## src/rtl/core/agss_pkg.sv

```systemverilog
package agss_pkg;

    // Field widths
    localparam int SpeedW   = 8;
    localparam int PeriodW  = 10;
    localparam int StepW    = 6;
    localparam int CountW   = 12;
    localparam int GearW    = 3;
    localparam int QueueW   = 4;
    localparam int CoilW    = 4;
    localparam int IdxW     = 3;
    localparam int CfgIdxW  = 2;
    localparam int CfgDataW = 12;
    localparam int InDataW  = 16;
    localparam int OutDataW = 8;

    // Configuration register indexes
    localparam logic [CfgIdxW-1:0] CFG_GEAR_PERIOD     = 2'd0;
    localparam logic [CfgIdxW-1:0] CFG_SPEED_STEP      = 2'd1;
    localparam logic [CfgIdxW-1:0] CFG_STEPS_PER_SHIFT = 2'd2;

    // Register reset values
    localparam logic [PeriodW-1:0] GEAR_PERIOD_RST     = 10'd200;
    localparam logic [StepW-1:0]   SPEED_STEP_RST      = 6'd10;
    localparam logic [CountW-1:0]  STEPS_PER_SHIFT_RST = 12'd450;

    // Gear codes
    localparam logic [GearW-1:0] GEAR_START = 3'd0;
    localparam logic [GearW-1:0] GEAR_ONE   = 3'd1;
    localparam logic [GearW-1:0] GEAR_TWO   = 3'd2;
    localparam logic [GearW-1:0] GEAR_FOUR  = 3'd4;
    localparam logic [GearW-1:0] GEAR_FIVE  = 3'd5;
    localparam logic [GearW-1:0] GEAR_SIX   = 3'd6;

    localparam logic [QueueW-1:0] QUEUE_MAX = 4'd15;

    // Shifter states
    typedef enum logic [1:0] {
        SH_START = 2'd0,
        SH_WAIT  = 2'd1,
        SH_UP    = 2'd2,
        SH_DOWN  = 2'd3
    } sh_state_t;

    // Half-step coil patterns, bit0 = first coil
    localparam logic [CoilW-1:0] FWD_PATTERN [8] = '{
        4'h1, 4'h3, 4'h2, 4'h6, 4'h4, 4'hC, 4'h8, 4'h9
    };
    localparam logic [CoilW-1:0] REV_PATTERN [8] = '{
        4'h8, 4'hC, 4'h4, 4'h6, 4'h2, 4'h3, 4'h1, 4'h9
    };

    // Queue add saturating at the top
    function automatic logic [QueueW-1:0] sat_add(input logic [QueueW-1:0] q,
                                                  input logic [1:0] n);
        logic [QueueW:0] sum;
        begin
            sum = {1'b0, q} + {3'b000, n};
            sat_add = (sum > {1'b0, QUEUE_MAX}) ? QUEUE_MAX : sum[QueueW-1:0];
        end
    endfunction

endpackage

```

## src/rtl/core/auto_gear_shift_stepper_ctrl_unit.sv

```systemverilog
// Gear selector with stepper shifter. One tick transaction in gives one result
// transaction out, which appears on the master side the next cycle unless
// stalled. A tick can be accepted on every cycle: the whole tick update is one
// pass of comparators, a small threshold multiply and counters between the state
// registers, and a two-entry output buffer lets input continue while one result
// waits; s_tready drops only when both entries are full. Configuration writes
// take effect on the next clock edge and must be made while the block is idle.
module auto_gear_shift_stepper_ctrl_unit (
    input  logic                          clk,
    input  logic                          rst_n,
    // Configuration write port
    input  logic                          cfg_wen,
    input  logic [agss_pkg::CfgIdxW-1:0]  cfg_index,
    input  logic [agss_pkg::CfgDataW-1:0] cfg_data,
    // Tick input
    input  logic                          s_tvalid,
    output logic                          s_tready,
    // [7:0] speed, [8] up_request, [9] down_request, [10] accel_jump, rest zero
    input  logic [agss_pkg::InDataW-1:0]  s_tdata,
    // Result output
    output logic                          m_tvalid,
    input  logic                          m_tready,
    // [2:0] gear, [6:3] coils, [7] busy_res
    output logic [agss_pkg::OutDataW-1:0] m_tdata
);
    import agss_pkg::*;

    // Configuration registers
    logic [PeriodW-1:0] gear_period_reg;
    logic [StepW-1:0]   speed_step_reg;
    logic [CountW-1:0]  steps_per_shift_reg;

    // Tick state
    logic [GearW-1:0]  gear_fsm_reg,     gear_fsm_next;
    sh_state_t         sh_state_reg,     sh_state_next;
    logic [QueueW-1:0] up_queue_reg,     up_queue_next;
    logic [QueueW-1:0] down_queue_reg,   down_queue_next;
    logic [IdxW-1:0]   step_index_reg,   step_index_next;
    logic [CountW-1:0] step_count_reg,   step_count_next;
    logic [PeriodW-1:0] period_count_reg, period_count_next;
    logic [CoilW-1:0]  coil_latch_reg,   coil_latch_next;
    logic [GearW-1:0]  gear_latch_reg,   gear_latch_next;
    logic              busy_latch_reg,   busy_latch_next;

    // Output buffer
    logic                main_valid_reg, skid_valid_reg;
    logic [OutDataW-1:0] main_data_reg,  skid_data_reg;

    logic                push, pop;
    logic [OutDataW-1:0] result;

    // Input fields
    logic [SpeedW-1:0] speed;
    logic              up_request, down_request, accel_jump;

    // Selector intermediates
    logic [PeriodW-1:0] period_inc;
    logic               evaluate;
    logic [8:0]         thr_up, thr_down, speed_ext;
    logic [GearW-1:0]   gear_minus;
    logic               only_up, only_down, go_up, go_down;
    logic [QueueW-1:0]  uq_sel, dq_sel;

    assign speed        = s_tdata[7:0];
    assign up_request   = s_tdata[8];
    assign down_request = s_tdata[9];
    assign accel_jump   = s_tdata[10];

    assign push     = s_tvalid && s_tready;
    assign pop      = m_tvalid && m_tready;
    assign s_tready = !skid_valid_reg;
    assign m_tvalid = main_valid_reg;
    assign m_tdata  = main_data_reg;

    // Configuration writes
    always_ff @(posedge clk or negedge rst_n)
    begin
        if (!rst_n)
        begin
            gear_period_reg     <= GEAR_PERIOD_RST;
            speed_step_reg      <= SPEED_STEP_RST;
            steps_per_shift_reg <= STEPS_PER_SHIFT_RST;
        end
        else if (cfg_wen)
        begin
            unique case (cfg_index)
                CFG_GEAR_PERIOD:     gear_period_reg     <= cfg_data[PeriodW-1:0];
                CFG_SPEED_STEP:      speed_step_reg      <= cfg_data[StepW-1:0];
                CFG_STEPS_PER_SHIFT: steps_per_shift_reg <= cfg_data;
                default: ;
            endcase
        end
    end

    // Selector thresholds
    assign gear_minus = gear_fsm_reg - 3'd1;
    assign thr_up     = 9'(speed_step_reg) * 9'(gear_fsm_reg);
    assign thr_down   = 9'(speed_step_reg) * 9'(gear_minus);
    assign speed_ext  = {1'b0, speed};
    assign only_up    = up_request && !down_request;
    assign only_down  = down_request && !up_request;
    assign go_up   = (gear_fsm_reg >= GEAR_ONE) && (gear_fsm_reg <= GEAR_FIVE) &&
                     ((speed_ext >= thr_up) || only_up);
    assign go_down = (gear_fsm_reg >= GEAR_TWO) && (gear_fsm_reg <= GEAR_SIX) &&
                     ((speed_ext < thr_down) || only_down);

    assign period_inc = period_count_reg + 10'd1;
    assign evaluate   = period_inc >= gear_period_reg;

    // One tick: selector then shifter
    always_comb
    begin
        gear_fsm_next     = gear_fsm_reg;
        sh_state_next     = sh_state_reg;
        step_index_next   = step_index_reg;
        step_count_next   = step_count_reg;
        coil_latch_next   = coil_latch_reg;
        gear_latch_next   = gear_latch_reg;
        busy_latch_next   = busy_latch_reg;
        period_count_next = evaluate ? '0 : period_inc;
        uq_sel            = up_queue_reg;
        dq_sel            = down_queue_reg;

        // Gear selection
        if (evaluate)
        begin
            if (gear_fsm_reg == GEAR_START)
            begin
                uq_sel        = '0;
                dq_sel        = '0;
                gear_fsm_next = GEAR_ONE;
            end
            else if (go_up)
            begin
                dq_sel = '0;
                if (accel_jump && (gear_fsm_reg <= GEAR_FOUR))
                begin
                    uq_sel        = sat_add(up_queue_reg, 2'd2);
                    gear_fsm_next = gear_fsm_reg + 3'd2;
                end
                else
                begin
                    uq_sel        = sat_add(up_queue_reg, 2'd1);
                    gear_fsm_next = gear_fsm_reg + 3'd1;
                end
            end
            else if (go_down)
            begin
                uq_sel        = '0;
                dq_sel        = sat_add(down_queue_reg, 2'd1);
                gear_fsm_next = gear_minus;
            end
            if ((gear_fsm_next >= GEAR_ONE) && (gear_fsm_next <= GEAR_SIX))
                gear_latch_next = gear_fsm_next;
        end

        up_queue_next   = uq_sel;
        down_queue_next = dq_sel;

        // Shifter
        unique case (sh_state_reg)
            SH_START: sh_state_next = SH_WAIT;
            SH_WAIT:
            begin
                if (uq_sel != '0)
                begin
                    up_queue_next   = uq_sel - 4'd1;
                    busy_latch_next = 1'b1;
                    sh_state_next   = SH_UP;
                end
                else if (dq_sel != '0)
                begin
                    down_queue_next = dq_sel - 4'd1;
                    busy_latch_next = 1'b1;
                    sh_state_next   = SH_DOWN;
                end
                else
                    busy_latch_next = 1'b0;
            end
            SH_UP, SH_DOWN:
            begin
                if (step_count_reg < steps_per_shift_reg)
                begin
                    step_index_next = step_index_reg + 3'd1;
                    step_count_next = step_count_reg + 12'd1;
                end
                else
                begin
                    step_count_next = '0;
                    busy_latch_next = 1'b0;
                    sh_state_next   = SH_WAIT;
                end
            end
            default: ;
        endcase

        // Coil drive follows the pattern at the new index
        if (sh_state_next == SH_UP)
            coil_latch_next = FWD_PATTERN[step_index_next];
        else if (sh_state_next == SH_DOWN)
            coil_latch_next = REV_PATTERN[step_index_next];

        result = {busy_latch_next, coil_latch_next, gear_latch_next};
    end

    // State registers advance on each accepted tick
    always_ff @(posedge clk or negedge rst_n)
    begin
        if (!rst_n)
        begin
            gear_fsm_reg     <= GEAR_START;
            sh_state_reg     <= SH_START;
            up_queue_reg     <= '0;
            down_queue_reg   <= '0;
            step_index_reg   <= '0;
            step_count_reg   <= '0;
            period_count_reg <= '0;
            coil_latch_reg   <= '0;
            gear_latch_reg   <= '0;
            busy_latch_reg   <= 1'b0;
        end
        else if (push)
        begin
            gear_fsm_reg     <= gear_fsm_next;
            sh_state_reg     <= sh_state_next;
            up_queue_reg     <= up_queue_next;
            down_queue_reg   <= down_queue_next;
            step_index_reg   <= step_index_next;
            step_count_reg   <= step_count_next;
            period_count_reg <= period_count_next;
            coil_latch_reg   <= coil_latch_next;
            gear_latch_reg   <= gear_latch_next;
            busy_latch_reg   <= busy_latch_next;
        end
    end

    // Two-entry output buffer: main drives the port, skid catches a stalled result
    always_ff @(posedge clk or negedge rst_n)
    begin
        if (!rst_n)
        begin
            main_valid_reg <= 1'b0;
            skid_valid_reg <= 1'b0;
        end
        else if (pop)
        begin
            if (skid_valid_reg)
                skid_valid_reg <= 1'b0;
            else
                main_valid_reg <= push;
        end
        else if (push)
        begin
            if (!main_valid_reg)
                main_valid_reg <= 1'b1;
            else
                skid_valid_reg <= 1'b1;
        end
    end

    // Payload of the buffer
    always_ff @(posedge clk)
    begin
        if (pop)
        begin
            if (skid_valid_reg)
                main_data_reg <= skid_data_reg;
            else if (push)
                main_data_reg <= result;
        end
        else if (push)
        begin
            if (!main_valid_reg)
                main_data_reg <= result;
            else
                skid_data_reg <= result;
        end
    end

endmodule

```

## config.mk

```make
export PLATFORM = sky130hd
export DESIGN_NAME = auto_gear_shift_stepper_ctrl_unit
export DESIGN_NICKNAME = d
export VERILOG_FILES = /design/src/rtl/core/agss_pkg.sv /design/src/rtl/core/auto_gear_shift_stepper_ctrl_unit.sv
export SDC_FILE = /design/constraint.sdc
export NUM_CORES = 1
export LEC_CHECK = 0
export BUFFER_PORTS_ARGS = -buffer_cell sky130_fd_sc_hd__buf_2
export CAP_MARGIN = 15
export CORE_ASPECT_RATIO = 1.5
export CORE_UTILIZATION = 55
export DETAILED_ROUTE_END_ITERATION = 6
export GPL_ROUTABILITY_DRIVEN = 0
export MAX_ROUTING_LAYER = met4
export PLACE_DENSITY = 0.73
export SYNTH_ARGS = -nofsm -noshare
export SYNTH_HDL_FRONTEND = slang
export SYNTH_SLANG_ARGS = --single-unit
```

## constraint.sdc

```tcl
create_clock -name clk -period 17 [get_ports clk]
set_input_delay 0 -clock clk [delete_from_list [all_inputs] [get_ports clk]]
set_output_delay 0 -clock clk [all_outputs]
set_load 0.005 [all_outputs]
```

==> Word-level counts from Yosys, hierarchy flattened <==
Memory sizes are Yosys's and may differ from the RTL's.
Index checks and enable logic that the tools add are counted.
{ "word_totals": {"rom_bits": 64, "out_inout_bits": 10, "mem_count": 2, "wordCells": 144, "ff_bits": 92, "input_bits": 35} }
{ "mem_list": {"columns": ["name", "words", "word_bits", "read_ports", "rd_clocked_by_memory_dff", "write_ports", "line_no", "text"], "rows": [
  ["(name not given)", 8, 4, 1, 0, 0, "auto_gear_shift_stepper_ctrl_unit.sv:201", "coil_latch_next = REV_PATTERN[step_index_next];"],
  ["(name not given)", 8, 4, 1, 0, 0, "auto_gear_shift_stepper_ctrl_unit.sv:199", "coil_latch_next = FWD_PATTERN[step_index_next];"]
]} }
{ "classes": {"mux": 53, "eq_ne": 9, "mul": 2, "bitwise": 2, "n_addsub": 11, "magnitude_cmp": 15, "n_reduce_logical": 33} }
{ "ops": {"columns": ["op", "count"], "rows": [
  ["two-way mux 4 bit", 23],
  ["two-way mux 8 bit", 5],
  ["two-way mux 3 bit", 9],
  ["multiplier 6 x 3 -> 9 bit", 2],
  ["greater-than comparator 5 x 4 -> 1 bit (second input constant)", 3],
  ["AND reduction 2 bit", 7],
  ["adder 12 x 1 -> 12 bit (second input constant)", 1],
  ["<= comparator 3 bit (second input constant)", 4],
  ["< comparator 12 bit", 1],
  ["two-way mux 12 bit", 1],
  ["adder 10 x 1 -> 10 bit (second input constant)", 1],
  ["adder 4 x 1 -> 5 bit (second input constant)", 2],
  ["equality test 2 bit (second input constant)", 5],
  ["greater-or-equal comparator 10 bit", 1],
  ["logical AND 1 bit", 10],
  ["two-way mux 10 bit", 1],
  ["greater-or-equal comparator 8 x 9 -> 1 bit", 1],
  ["< comparator 8 x 9 -> 1 bit", 1],
  ["two-way mux 1 bit", 9],
  ["nonzero test 4 bit", 2],
  ["subtractor 4 x 1 -> 4 bit (second input constant)", 2],
  ["adder 3 x 1 -> 3 bit (second input constant)", 2],
  ["greater-or-equal comparator 3 x 1 -> 1 bit (second input constant)", 2],
  ["two-way mux 2 bit", 3],
  ["19 further kinds", 27]
]} }

==> Logic depth before layout (Yosys ltp) <==
Gate-level depths: netlist (run 1).
{ "logic_depth": {"ltp_word": 19, "ltp_mapped": 30, "depth_no_buf": 28} }

==> Worst setup path after synthesis (run 1) <==
OpenSTA, ideal clock, no wires.
{ "synth_path": {"path_kind": "register -> register", "from": "reg gear_fsm_reg[0]", "to": "reg main_data_reg[3], in the netlist m_tdata[3], data pin", "n_path_buf": 2, "stages_incl_launch_ff": 29, "setup_time_ps": 260, "period_less_slack_ps": 6293, "t_arrival_ps": 6034, "required_time_ps": 16740, "setup_slack_ps": 10707, "path_cell_list": "dfrtp_1 -> clkbuf_1 -> inv_1 -> ha_1 -> xor2_1 -> and2_1 -> fa_1 -> ha_1 -> fa_1 -> a21o_1 -> a21oi_1 -> xor2_1 -> ha_1 -> a22oi_1 -> o311ai_1 -> or2_2 -> a21oi_2 -> a21oi_1 -> a21oi_1 -> or2_2 -> ha_1 -> o31a_1 -> o21ai_0 -> a41oi_1 -> and2_1 -> buf_6 -> a31o_1 -> o221ai_2 -> mux2_2"} }
{ "synth_between": {"elab_chain_len": 19, "word_cells_on_any_way": 41, "cone_classes": "add/sub (1); mul (2); order compare (7); eq/ne (2); mux (19); reduce/logical (10)"} }
{ "synth_lines": {"columns": ["item", "line_no", "text"], "rows": [
  ["start, declared", "auto_gear_shift_stepper_ctrl_unit.sv:34", "logic [GearW-1:0] gear_fsm_reg, gear_fsm_next;"],
  ["start signal, assigned", "auto_gear_shift_stepper_ctrl_unit.sv:224", "gear_fsm_reg <= gear_fsm_next;"],
  ["subtractor 3 x 1 -> 3 bit", "auto_gear_shift_stepper_ctrl_unit.sv:96", "assign gear_minus = gear_fsm_reg - 3'd1;"],
  ["multiplier 6 x 3 -> 9 bit", "auto_gear_shift_stepper_ctrl_unit.sv:98", "assign thr_down = 9'(speed_step_reg) * 9'(gear_minus);"],
  ["< comparator 8 x 9 -> 1 bit", "auto_gear_shift_stepper_ctrl_unit.sv:105", "((speed_ext < thr_down) || only_down);"],
  ["logical OR 1 bit", "auto_gear_shift_stepper_ctrl_unit.sv:105", null],
  ["logical AND 1 bit", "auto_gear_shift_stepper_ctrl_unit.sv:104", "assign go_down = (gear_fsm_reg >= GEAR_TWO) && (gear_fsm_reg <= GEAR_SIX) &&"],
  ["two-way mux 4 bit", "auto_gear_shift_stepper_ctrl_unit.sv:147", "else if (go_down)"],
  ["two-way mux 4 bit", "auto_gear_shift_stepper_ctrl_unit.sv:133", "else if (go_up)"],
  ["two-way mux 4 bit", "auto_gear_shift_stepper_ctrl_unit.sv:127", "if (gear_fsm_reg == GEAR_START)"],
  ["[4 not listed]", null, null],
  ["case mux 2 bit (3 select lines) (*)", "auto_gear_shift_stepper_ctrl_unit.sv:161", "unique case (sh_state_reg)"],
  ["equality test 2 bit", "auto_gear_shift_stepper_ctrl_unit.sv:200", "else if (sh_state_next == SH_DOWN)"],
  ["two-way mux 4 bit", "auto_gear_shift_stepper_ctrl_unit.sv:200", null],
  ["two-way mux 4 bit (*)", "auto_gear_shift_stepper_ctrl_unit.sv:198", "if (sh_state_next == SH_UP)"],
  ["named net coil_latch_next[0]", "auto_gear_shift_stepper_ctrl_unit.sv:41", "logic [CoilW-1:0] coil_latch_reg, coil_latch_next;"],
  ["two-way mux 8 bit (on tied branches)", "auto_gear_shift_stepper_ctrl_unit.sv:273, auto_gear_shift_stepper_ctrl_unit.sv:268", null],
  ["two-way mux 8 bit (on tied branches)", "auto_gear_shift_stepper_ctrl_unit.sv:271, auto_gear_shift_stepper_ctrl_unit.sv:266", null],
  ["two-way mux 8 bit (*)", "auto_gear_shift_stepper_ctrl_unit.sv:264", "if (pop)"],
  ["end signal, assigned", "auto_gear_shift_stepper_ctrl_unit.sv:267", "main_data_reg <= skid_data_reg;"],
  ["end signal, assigned", "auto_gear_shift_stepper_ctrl_unit.sv:269", "main_data_reg <= result;"],
  ["end signal, assigned", "auto_gear_shift_stepper_ctrl_unit.sv:274", "main_data_reg <= result;"],
  ["end, declared", "auto_gear_shift_stepper_ctrl_unit.sv:47", "logic [OutDataW-1:0] main_data_reg, skid_data_reg;"]
]} }
Mark *: on every way through the listed nets, which the timed path passes. The rest lies on a longest branch. The select of a mux whose other input is x is not followed.
A chain may end at the register's enable or synchronous reset.

==> Worst setup path in the final report (run 1) <==
Same ends and word-level chain as after synthesis.

==> results of run 1 <==
==> cells in the final DEF, fill, tap and decap left out, drive strengths merged, types with 13 or more instances in the layout <==
master and instances:
o21ai 48, nor2 42, nand2b 14, a21oi 35, dlygate4sd3 15, edfxtp 16
nand2 95, buf 41, nand3 26, xor2 15, ha 73, inv 59
xnor2 17, dfrtp 67, and3 14, and2 13, mux2 28
==> synthesized netlist by cell type (4+ instances only) <==
library cell / n / area, um^2
ha_1: 73 / 913
dfstp_2: 9 / 236
xor2_1: 15 / 131
o211ai_1: 7 / 52.6
nand2_1: 95 / 357
o21a_1: 11 / 82.6
o21ai_0: 44 / 220
fa_1: 10 / 200
nand3_1: 26 / 130
nor2b_1: 11 / 68.8
a211oi_1: 7 / 52.6
a22o_1: 4 / 35.0
xnor2_1: 16 / 140
nor2_1: 42 / 158
mux2_2: 28 / 315
a31oi_1: 11 / 68.8
nand4_1: 6 / 37.5
and3_1: 14 / 87.6
edfxtp_1: 16 / 480
nor3_1: 6 / 30.0
inv_1: 57 / 214
a21o_1: 11 / 82.6
nand2b_1: 13 / 81.3
and2_1: 13 / 81.3
o31ai_1: 4 / 30.0
mux2i_1: 7 / 70.1
or3_1: 4 / 25.0
dfrtp_1: 67 / 1680
clkbuf_1: 17 / 63.8
a21oi_1: 34 / 170
a41oi_1: 5 / 43.8
==> stage by stage <==
step / hold slack (ps) / area, um^2 / util, % / std cells
5_1_grt: 107 / 7740 / 62.2 / 962
3_5_place_dp: 221 / 7300 / 58.6 / 931
4_1_cts: 60.4 / 7740 / 62.2 / 962
2_1_floorplan: -296 / 6990 / - / 758
3_3_place_gp: 211 / 7300 / 58.6 / 931
6_report: 70.4 / 7740 / 62.2 / 962
==> cell families (layout without fill, tap and decap cells) <==
| family | count (synthesis) | in the layout | share of synthesized area (%) |
|---|---|---|---|
| XOR/XNOR | 32 | 32 | 4.12 |
| multiplexers | 35 | 35 | 5.51 |
| flip-flops | 92 | 92 | 34.2 |
| AO/OA/AOI/OAI | 191 | 191 | 18.9 |
| buffers and inverters | 81 | 129 | 4.63 |
| adder cells (fa/ha/maj) | 83 | 83 | 15.9 |
| AND/OR/NAND/NOR | 244 | 244 | 16.7 |
==> cell type report <==
cell class	count	area share [%]
clock buffers	10	2.96
clock inverters	6	0.808
inverters	57	2.76
multi-input cells	585	55.3
flip-flops and latches	92	30.9
well taps	156	2.52
repair buffers	56	4.69
==> worst reg2reg max path, stage by stage (launching register included) <==
cell	delay, ps
dfrtp_1	670
inv_1	320
ha_1	310
xor2_1	440
and2_1	240
fa_1	400
ha_1	240
fa_1	420
a21o_1	200
a21oi_1	170
xor2_1	170
ha_1	260
a22oi_1	170
o311ai_1	160
or2_2	350
a21oi_2	330
o31ai_1	210
a2bb2oi_1	280
ha_1	260
o31a_1	180
o21ai_0	80
a41oi_1	300
and2_1	320
a31o_1	240
o221ai_2	160
mux2_2	300
==> report_power, final <==
part / leakage (nW) / internal [W] / switching [W]
Sequential: 1.07 / 0.000298 / 0.0000767
Combinational: 2.42 / 0.000364 / 0.000475
Clock: 0.147 / 0.000114 / 0.0000875
==> worst max path at each step <==
stage | start | end | slack, ps | depth (start not counted)
floorplan | gear_fsm_reg[0] | m_tdata[3] | 10710 | 28
global placement | gear_fsm_reg[0] | m_tdata[3] | 9730 | 25
detailed placement | gear_fsm_reg[0] | m_tdata[3] | 9630 | 25
CTS | gear_fsm_reg[0] | m_tdata[3] | 9590 | 25
global route | gear_fsm_reg[0] | m_tdata[3] | 9000 | 26
finish | gear_fsm_reg[0] | m_tdata[3] | 9560 | 25
==> repair_timing <==
action                    in CTS  in global routing
hold endpoints to repair      96                  0
hold buffers                  15                  0
buffers inserted               0                  0
==> routing by layer <==
layer	vias to the layer above	GRT usage (%)
li1	2811	-
met5	-	-
met3	36	2.55
met2	166	47.9
met4	0	10.9
met1	2838	29.4
==> run summary, run 1 <==
On the final layout, the worst clock skew is 9.79 ps. Wire segments on met3 add up to 562 um in the final route. In the final timing run, aggregate negative setup slack is 0 ps. Grouping stages by cell kind, the critical path spends the most delay in compound AO/OA/AOI/OAI gates. The detailed-route wire length per cell came out at 16.6 um.

In the final layout, flip-flops and latches occupy 2390 um^2. The number of max-capacitance violations reported is 0. The clock latency on the worst-skew pair came out at 350 ps.

The number of endpoints with negative hold slack in the final report is 0. Setup repair after global routing left no endpoint under its margin. The total length of routed met2 wires is 8650 um.

The synthesized area divided by synthesized cell count is 9.22 um^2. The peak supply drop came out at 0.0849 mV. The number of clock buffers inserted by TritonCTS is 9. For this run, the post-layout net count is 919. The critical path data arrival time is 7540 ps. The tightest slew margin relative to the limit came out at 29.9%. The sink count of the clock tree came out at 92. The worst-case register-to-register setup slack came out at 9560 ps. The flow ran to the end, and the final reports show no timing, DRC or antenna violations. The die outline height is 140 um. The register bit total from synthesis is 92. After the first detailed-routing iteration, the DRC count stood at 417. The post-place setup slack is 9630 ps. For this run, the total global-route usage over all layers was measured as 26.6%. The floorplan die width came out at 94.1 um. Setup slack on the critical path of the routed design comes to 9560 ps.

Input and output buffers added on the ports amount to 39. The H-tree depth reported by CTS came out at 3. By instance count, the cell type seen most on the critical path is ha_1. The maximum number of pins on one net before global-route repair is 77. The final setup violation count is 0. Overall power consumption after layout is estimated at 0.00142 W. By startpoint and endpoint, the worst setup path is classified as register to register.

The number of gates resized after CTS came out at 0. The maximum fanout along the worst path is 15. TritonCTS built the clock tree. The share of final-layout standard cells stronger than drive strength 1 came out at 13.3%. The maximum buffer depth of the clock tree came out at 2.

The path type of the worst min-delay path is input port to register. In this run the critical register-to-register path is launched from gear_fsm_reg[0]. The endpoint identified for the worst register-to-register timing path is m_tdata[3]. The gate count after technology mapping is 758. Counting both buffers and inverters, the worst setup path holds a total of 1. The sequential area share after synthesis came out at 34.2%.

After clock tree synthesis, the clock-pin slew on the worst setup and hold paths is 70 ps. The number of cell rows is 50. The worst hold path begins at cfg_index[1]. The antenna diode count is 0. The combined area of the multi-input logic cells came out at 4280 um^2.

The placeable core area came out at 12,400 um^2. The worst setup path is captured at a register. For this design the ratio of total power to cell area is 183 nW/um^2.

The top-level I/O count is 45. The delay of the slowest cell on the worst path came out at 670 ps. Synthesis instantiated 74 different standard cells from the library.

The layout filler cell count came out at 1,038. The antenna violation net count after detailed routing came out at 0. The slowest cell on the critical path is dfrtp_1. The final critical path time including I/O delays and setup came out at 7440 ps. The first global-routing pass estimated 26,800 um of wire. The master cell of the clock root buffer is clkbuf_16.

The DRC violations left is 0. The remaining global-route overflow is 0. In this run the top signal layer used is met4. The count of pins over their slew limit is 0. The layout-stage area growth over the synthesis result is 10.7%. The number of nets handed over by synthesis was 876.

The via count of the first global-routing pass is 5,871. After detailed routing, the number of vias per cell comes to 6.08. The number of detailed-routing iterations run before antenna repair came out at 5. For hold timing, the worst endpoint is gear_period_reg[3].

For the worst setup path, the data required time is 17,100 ps. The initial utilization of the core area, before any placement, comes to 56.2%. The slew of the pin with the lowest slew margin came out at 1030 ps.

The leakage power is 3.63 nW. The overall via count from detail_route is 5,851. The half-perimeter wire length of the detailed placement result is 11,700 um. The share of flip-flops with an asynchronous set or reset after synthesis came out at 82.6%. The count of cells along the worst register-to-register path is 25.

The worst hold path depth is 4. The area of the die came out at 13,200 um^2. After detailed routing, the total wire length is 16,000 um.

The wire length the detailed router placed on met1 came out at 6360 um. The dominant synthesized flop cell is dfrtp_1. The summed instance area of the synthesized netlist is 6990 um^2.

The number of antenna violations at the first check in global routing is 0. For this run, the number of Yosys warnings is 0. The period utilization is 43.8%. The category of the worst setup path launch point is a register. The maximum achievable frequency came out at 0.134 GHz. The number of enable flip-flop cells after synthesis is 16.
Note: power is estimated with default switching activity, not from simulation.
==> inputs of run 2 (changes only) <==
--- a/config.mk
+++ b/config.mk
@@ -5,6 +5,7 @@
 export SDC_FILE = /design/constraint.sdc
 export NUM_CORES = 1
 export LEC_CHECK = 0
+export ABC_AREA = 1
 export BUFFER_PORTS_ARGS = -buffer_cell sky130_fd_sc_hd__buf_2
 export CAP_MARGIN = 15
 export CORE_ASPECT_RATIO = 1.5
@@ -12,7 +13,7 @@
 export DETAILED_ROUTE_END_ITERATION = 6
 export GPL_ROUTABILITY_DRIVEN = 0
 export MAX_ROUTING_LAYER = met4
-export PLACE_DENSITY = 0.73
+export PLACE_DENSITY = 0.76
 export SYNTH_ARGS = -nofsm -noshare
 export SYNTH_HDL_FRONTEND = slang
 export SYNTH_SLANG_ARGS = --single-unit
==> constraint.sdc (replaced) <==
create_clock -name clk -period 6.5 [get_ports clk]
set_input_delay 0 -clock clk [delete_from_list [all_inputs] [get_ports clk]]
set_output_delay 0 -clock clk [all_outputs]
set_load 0.005 [all_outputs]
==> run 2 against run 1 <==
Sequential share of layout area rose by 0.34 points. Maximum frequency rose by 34%. Cell count rose by 14%. Largest cell class unchanged. First-iteration DRC count fell by 28%. Critical path type unchanged. Largest power group unchanged. Total power rose to 2.6 times the previous value. Combinational power rose to 2.6 times the previous value. Worst hold slack got worse by 60 ps.
==> run summary, run 2 <==
The flow ran to the end, and the final reports show no timing, DRC or antenna violations. By count the netlist is led by nand2_1, inv_1, ha_1, o21ai_0, dfrtp_1. The final design utilization came out at 63.4% (+1.2 points). The post-place setup slack is 942 ps (-8680 ps).

The delay of the slowest cell on the worst path is 480 ps (-190 ps). Leaving out fill and tap cells, the most frequent cells in the layout are nand2_1, inv_1, ha_1, o21ai_0, dfrtp_1. The area of the die came out at 13,000 um^2 (-1.5%). The total setup buffers inserted after CTS is 0 (unchanged).

The number of clock buffers inserted by TritonCTS is 9 (unchanged). The number of antenna violations at the first check in global routing came out at 0 (unchanged). The total negative slack was 0 ps (unchanged).

The gate count after technology mapping came out at 887 (+17%). The register bit total from synthesis came out at 92 (unchanged). Setup repair after global routing left no endpoint under its margin. The slack of the critical path came out at 956 ps (-8610 ps).

The synthesis warning total is 0 (unchanged). The die outline height came out at 139 um (-0.74%). Leaving out fill and tap cells, the most frequent cell in the layout is nand2_1.

The summed instance area of the synthesized netlist is 6890 um^2 (-1.5%). The share of final-layout standard cells stronger than drive strength 1 came to 11.9% (-1.4 points). The effective utilization at floorplan came out at 57.0% (+0.86 points). The worst hold slack across all endpoints is 10.2 ps (-60.2 ps). The antenna diode count is 0 (unchanged). The count of cell types in the netlist is 50 (-32%). The clock latency on the worst-skew pair was 340 ps (about the same).

The number of buffers added on ports is 39 (unchanged). The number of gates resized after CTS is 0 (unchanged). The period utilization came out at 85.3% (+42 points). The tightest slew margin relative to the limit is 37.0% (+7.2 points).

The count of nets after finishing came to 1,055 (+15%). The via count of the first global-routing pass is 5,658 (-3.6%). The clock transition at the registers of the reported paths came out at 60 ps (about the same). The maximum fanout along the worst path is 8 (-7). The sequential area share after synthesis came out at 34.8% (+0.52 points). The maximum achievable frequency is 0.180 GHz (+34%).

The number of enable flip-flop cells after synthesis came out at 16 (unchanged). The floorplan die width is 93.4 um (-0.74%). The final setup violation count is 0 (unchanged). Among all stages on the critical path, the largest delay is contributed by fa_1.

The number of detailed-routing iterations run before antenna repair came out at 5 (unchanged). The synthesized area divided by synthesized cell count was 7.76 um^2 (-16%). The sink count of the clock tree came out at 92 (unchanged). The DRC violations left is 0 (unchanged). Among all flip-flop cells after synthesis, the most frequent one is dfrtp_1. The placeable core area came out at 12,100 um^2 (-3.0%). The half-perimeter wire length of the detailed placement result came out at 10,500 um (-10%). The combined area of the multi-input logic cells was 3820 um^2 (-11%). The cell sitting at the root of the clock tree is a clkbuf_16. In the post-synthesis netlist, the cell with the most instances is nand2_1. The remaining global-route overflow is 0 (unchanged). The wire length after detailed routing is 13,900 um (-13%).

The final worst clock skew came out at 6.98 ps (-2.81 ps). The leakage power came out at 4.04 nW (+11%). The number of endpoints with negative hold slack in the final report came to 0 (unchanged). The sequential cell area came to 2390 um^2 (unchanged). The total routing resource utilization after global routing is 23.9% (-2.7 points). The antenna violation net count after detailed routing is 0 (unchanged). The top-level I/O count came out at 45 (unchanged).

In the post-synthesis netlist, the biggest area contributors are dfrtp_1, ha_1, nand2_1. The power per cell area is 481 nW/um^2 (+160%). The sort of element at the end of the critical path is a register.

The top cell type's share of synthesized area came out at 24.3% (+0.37 points). The cell type contributing the most total cell area after synthesis is dfrtp_1. The first-pass GRT wire length is 24,400 um (-9.0%). Among the stages of the critical path, the cell type that occurs most often is nand2_1.

The min-delay analysis places its worst path in the category input port to register. The maximum number of pins on one net before global-route repair was 77 (unchanged). The slew of the pin with the lowest slew margin is 945 ps (-80.7 ps). The maximum buffer depth of the clock tree is 2 (unchanged). The number of cell rows is 49 (-2.0%). The critical path is of the register to register type. The detailed-route wire length per cell was 12.7 um (-24%). The layout filler cell count came to 1,040 (+0.19%). The share of flip-flops with an asynchronous set or reset after synthesis is 82.6% (unchanged). The final critical path time including I/O delays and setup came out at 5540 ps (-1890 ps). Compared with the post-synthesis result, the final layout area differs by 11.2%. The critical path data arrival time is 5650 ps (-1890 ps). The category of the worst setup path launch point is a register. TritonCTS built the clock tree. The overall via count from detail_route came out at 5,699 (-2.6%). The number of max-capacitance violations reported came out at 0 (unchanged).

The per-cell via count in the routed design came out at 5.20 (-14%). The number of DRC markers after the initial detailed-route iteration came out at 301 (-28%). The peak supply drop came out at 0.219 mV (+160%). The H-tree depth reported by CTS is 3 (unchanged).

The post-synthesis net count came out at 1,005 (+15%). The worst path required time is 6610 ps (-10,490 ps). The count of pins over their slew limit came out at 0 (unchanged).
[run 2: metal layers]
metal / GRT usage, % / wire, um / up-vias
met5: - / 0 / -
met3: 2.69 / 255 / 24
li1: - / - / 2945
met4: 7.69 / 263 / 0
met1: 26.1 / 5750 / 2657
met2: 44.2 / 7590 / 73
[run 2: stage by stage]
step / cells / cell area [um^2] / total power [W]
CTS: 1095 / 7650 / 0.00371
global placement: 1066 / 7230 / 0.00309
global route: 1095 / 7650 / 0.00409
finish: 1095 / 7650 / 0.00368
detailed placement: 1066 / 7230 / 0.00316
floorplan: 887 / 6890 / 0.00269
[run 2: final cells by class]
cell class / instances / share of cell area, %
multi-input combinational: 618 / 49.9
sequential: 92 / 31.3
inverter: 161 / 7.93
timing repair buffer: 55 / 4.58
clock buffer: 12 / 3.22
tap: 153 / 2.50
clock inverter: 4 / 0.654
[run 2: report_power, final]
part / internal, W / switching, W / total, W
logic: 0.000793 / 0.00138 / 0.00218
clock network: 0.000308 / 0.000217 / 0.000525
registers: 0.000825 / 0.000156 / 0.000981
total: 0.00193 / 0.00176 / 0.00368
[run 2: final timing paths]
path	from	endpoint	slack, ps	cells after the start
max in group asynchronous	rst_n	up_queue_reg[3]	5550	2
min in group asynchronous	rst_n	steps_per_shift_reg[10]	350	2
setup / recovery	gear_fsm_reg[1]	m_tdata[3]	960	33
hold / removal	cfg_data[4]	steps_per_shift_reg[4]	10	3
setup reg to reg	gear_fsm_reg[1]	m_tdata[3]	960	33
hold reg to reg	gear_latch_reg[0]	gear_latch_reg[0]	480	2
[run 2: worst max-delay path: cells and delay by family, from the launching register on]
kind                       cells  cell delay [ps]
AOI/OAI and AO/OA              3              680
and+or+nand+nor               18             1790
xor gates and xnor gates       1              180
DFF                            1              350
buffers and inverters          5              400
adders and majority gates      6             1920
[run 2: timing repair]
action	CTS	global route
endpoints found under the hold margin	91	0
hold buffers	13	0
endpoints found under the setup margin	0	0
[run 2: logic make-up (layout without fill, tap and decap cells)]
logic type / Yosys count / after routing / share of synthesized area [%]
AND/OR/NAND/NOR: 374 / 374 / 24.6
buffers and inverters: 177 / 232 / 9.83
AO/OA/AOI/OAI: 133 / 133 / 11.1
flip-flops: 92 / 92 / 34.8
adder cells (fa/ha/maj): 83 / 83 / 16.2
XOR/XNOR: 28 / 28 / 3.56
==> inputs of run 3 (changes only) <==
--- a/config.mk
+++ b/config.mk
@@ -13,7 +13,7 @@
 export DETAILED_ROUTE_END_ITERATION = 6
 export GPL_ROUTABILITY_DRIVEN = 0
 export MAX_ROUTING_LAYER = met4
-export PLACE_DENSITY = 0.76
+export PLACE_DENSITY = 0.73
 export SYNTH_ARGS = -nofsm -noshare
 export SYNTH_HDL_FRONTEND = slang
 export SYNTH_SLANG_ARGS = --single-unit
==> constraint.sdc (replaced) <==
create_clock -name clk -period 5.64 [get_ports clk]
set_input_delay 0 -clock clk [delete_from_list [all_inputs] [get_ports clk]]
set_output_delay 0 -clock clk [all_outputs]
set_load 0.005 [all_outputs]
==> run 3 against run 2 <==
Worst hold slack improved by 140 ps. Combinational power up 19%. Clock-buffer cell count shrank 2. Critical endpoint is now m_tdata[5]. Clock skew is 0.61 ps higher. Die area unchanged. Register-to-register slack worse by 550 ps. Setup slack lost 550 ps.
==> run summary, run 3 (synthesis results as in run 2) <==
The run finished with clean final reports. The power per cell area is 555 nW/um^2 (+15%). The number of max-capacitance violations reported is 0 (unchanged). The final critical path time including I/O delays and setup came out at 5240 ps (-309 ps). The H-tree depth reported by CTS came out at 3 (unchanged). The number of endpoints with negative hold slack in the final report is 0 (unchanged). The worst setup path is launched from a register.

The switching power of the nets is 0.00206 W (+17%). The number of detailed-routing iterations run before antenna repair was 5 (unchanged). The wire length after detailed routing is 14,000 um (+0.96%).

The number of clock buffers inserted by TritonCTS came out at 9 (unchanged). The top-level I/O count came out at 45 (unchanged). The critical register-to-register path startpoint is gear_fsm_reg[0]. The proportion of power drawn by flip-flops and latches came out at 26.2% (-0.4 points). The number of antenna violations at the first check in global routing was 0 (unchanged). The most prevalent standard cell on the critical path is inv_1. The area of the die is 13,000 um^2 (unchanged). The sink count of the clock tree came out at 92 (unchanged).

The remaining global-route overflow came to 0 (unchanged). The number of buffers added on ports was 39 (unchanged). The total routing resource utilization after global routing is 24.2% (+0.29 points).

The maximum number of pins on one net before global-route repair came out at 77 (unchanged). TritonCTS built the clock tree. The clock latency on the worst-skew pair came out at 350 ps (about the same).

The clock transition at the registers of the reported paths came out at 70 ps (about the same). The delay of the slowest cell on the worst path was 420 ps (-60 ps). The portion of total power attributed to combinational logic is 60.6% (+1.5 points).

Leaving out fill and tap cells, the most frequent cell in the layout is nand2_1. The switching power share of the total came out at 48.0% (+0.32 points). Compared with the post-synthesis result, the final layout area differs by 12.1%. Leaving out fill and tap cells, the most frequent cells in the layout are nand2_1, inv_1, ha_1, o21ai_0, dfrtp_1.

Clock tree synthesis selected as its root buffer the cell clkbuf_16. The antenna diode count was 0 (unchanged). The total negative slack is 0 ps (unchanged). The relative contribution of the clock network to total power came out at 13.2% (-1.1 points). The antenna violation net count after detailed routing is 0 (unchanged). STA classifies the critical path endpoint as a register. The effective utilization at floorplan came out at 57.0% (unchanged). Following the worst setup path forward leads to its endpoint at m_tdata[5].

The maximum buffer depth of the clock tree came out at 2 (unchanged). The cell count after placement came out at 1,070 (+0.38%). The slew of the pin with the lowest slew margin came out at 953 ps (+7.73 ps). The die outline height came out at 139 um (unchanged). The maximum fanout along the worst path came out at 12 (+4). The worst-case register-to-register setup slack came out at 400 ps (-550 ps). The floorplan die width is 93.4 um (unchanged). The placeable core area came out at 12,100 um^2 (unchanged). The period utilization came out at 92.8% (+7.5 points). The DRC violations left was 0 (unchanged). The critical path startpoint is gear_fsm_reg[0].

The worst hold slack across all endpoints came out at 145 ps (+135 ps). The count of cells along the worst register-to-register path is 33 (unchanged). The maximum achievable frequency is 0.191 GHz (+5.9%). For this design, the slowest cell found on the critical path is fa_1. The reg-to-reg endpoint is m_tdata[5]. The overall via count from detail_route was 5,697 (-0.035%). The detailed-route wire length per cell is 12.7 um (+0.14%). The critical path data arrival time is 5340 ps (-310 ps). The share of final-layout standard cells stronger than drive strength 1 came out at 13.1% (+1.3 points). The worst path required time came out at 5750 ps (-860 ps). The count of nets after finishing is 1,064 (+0.85%). The tightest slew margin relative to the limit came out at 36.1% (-0.91 points). The half-perimeter wire length of the detailed placement result came to 10,700 um (+2.2%). The per-cell via count in the routed design was 5.16 (-0.85%). The design internal power came to 0.00223 W (+16%).

The count of pins over their slew limit was 0 (unchanged). The number of cells in the finished layout apart from fillers is 1,104 (+0.82%). The final worst clock skew came out at 7.59 ps (+0.609 ps). The peak supply drop came to 0.353 mV (+61%). The via count of the first global-routing pass came out at 5,723 (+1.1%). The leakage power came out at 4.08 nW (+0.95%).

The worst setup path is of the register to register kind. The number of cell rows was 49 (unchanged). The final setup violation count is 0 (unchanged). The number of DRC markers after the initial detailed-route iteration came out at 283 (-6.0%). The worst hold path belongs to the class input port to register. The first-pass GRT wire length was 24,400 um (unchanged). The total power came out at 0.00429 W (+16%).
==> run 3: through the flow <==
step           area [um^2]  setup WS, ps  util, %
2_1_floorplan         6890           360        -
6_report              7720           405     63.9
3_5_place_dp          7260           283     60.1
4_1_cts               7670           257     63.5
5_1_grt               7720         -6.09     63.9
3_3_place_gp          7260           389     60.1
==> run 3: routing by layer <==
layer  share of wire (%)  global-route usage, %  vias up
li1                    -                      -     2960
met1                  42                   25.4     2653
met2                  54                   45.2       58
met3                 1.6                   2.91       26
met4                 2.3                   8.74        0
met5                   0                      -        -
==> run 3: what timing repair did <==
| action | 4_1_cts | 5_1_grt |
|---|---|---|
| hold endpoints to repair | 92 | 0 |
| setup buffers | 0 | 4 |
| endpoints found under the setup margin | 0 | 13 |
| resized for setup | 0 | 6 |
| hold buffers | 14 | 0 |
==> run 3: power groups by stage <==
| stage | clock [W] | sequential [W] | combinational, W |
|---|---|---|---|
| 2_1_floorplan | 0 | 0.00109 | 0.00201 |
| 3_5_place_dp | 0 | 0.00113 | 0.00254 |
| 4_1_cts | 0.000576 | 0.00112 | 0.00257 |
| 3_3_place_gp | 0 | 0.00113 | 0.00247 |
| 5_1_grt | 0.000607 | 0.00115 | 0.00299 |
| 6_report | 0.000567 | 0.00112 | 0.00260 |
==> run 3: critical path, delay by kind of cell, from the launching register on <==
family	cells	cell delay [ps]
fa+ha+maj	5	1470
simple gates	14	1430
compound gates	4	710
xor+xnor	1	200
flops	1	390
buf+inv	9	820
==> run 3: cell type report <==
class,instances,area (um^2)
multi-input combinational,618,3830
timing repair buffer,64,420
tap,153,191
fill,1092,4360
sequential,92,2390
clock inverter,6,46.3
inverter,161,607
clock buffer,10,229
==> run 3: worst min path at each step <==
stage                     slack, ps  depth (start not counted)      from                      end
after global placement          210                          1     rst_n       step_count_reg[11]
after detailed placement        210                          1     rst_n  steps_per_shift_reg[10]
after global routing            200                          4  s_tvalid                 m_tvalid
final                           150                          4  s_tvalid                 m_tvalid
after floorplan                -300                          0     rst_n           busy_latch_reg
after CTS                       150                          4  s_tvalid                 m_tvalid
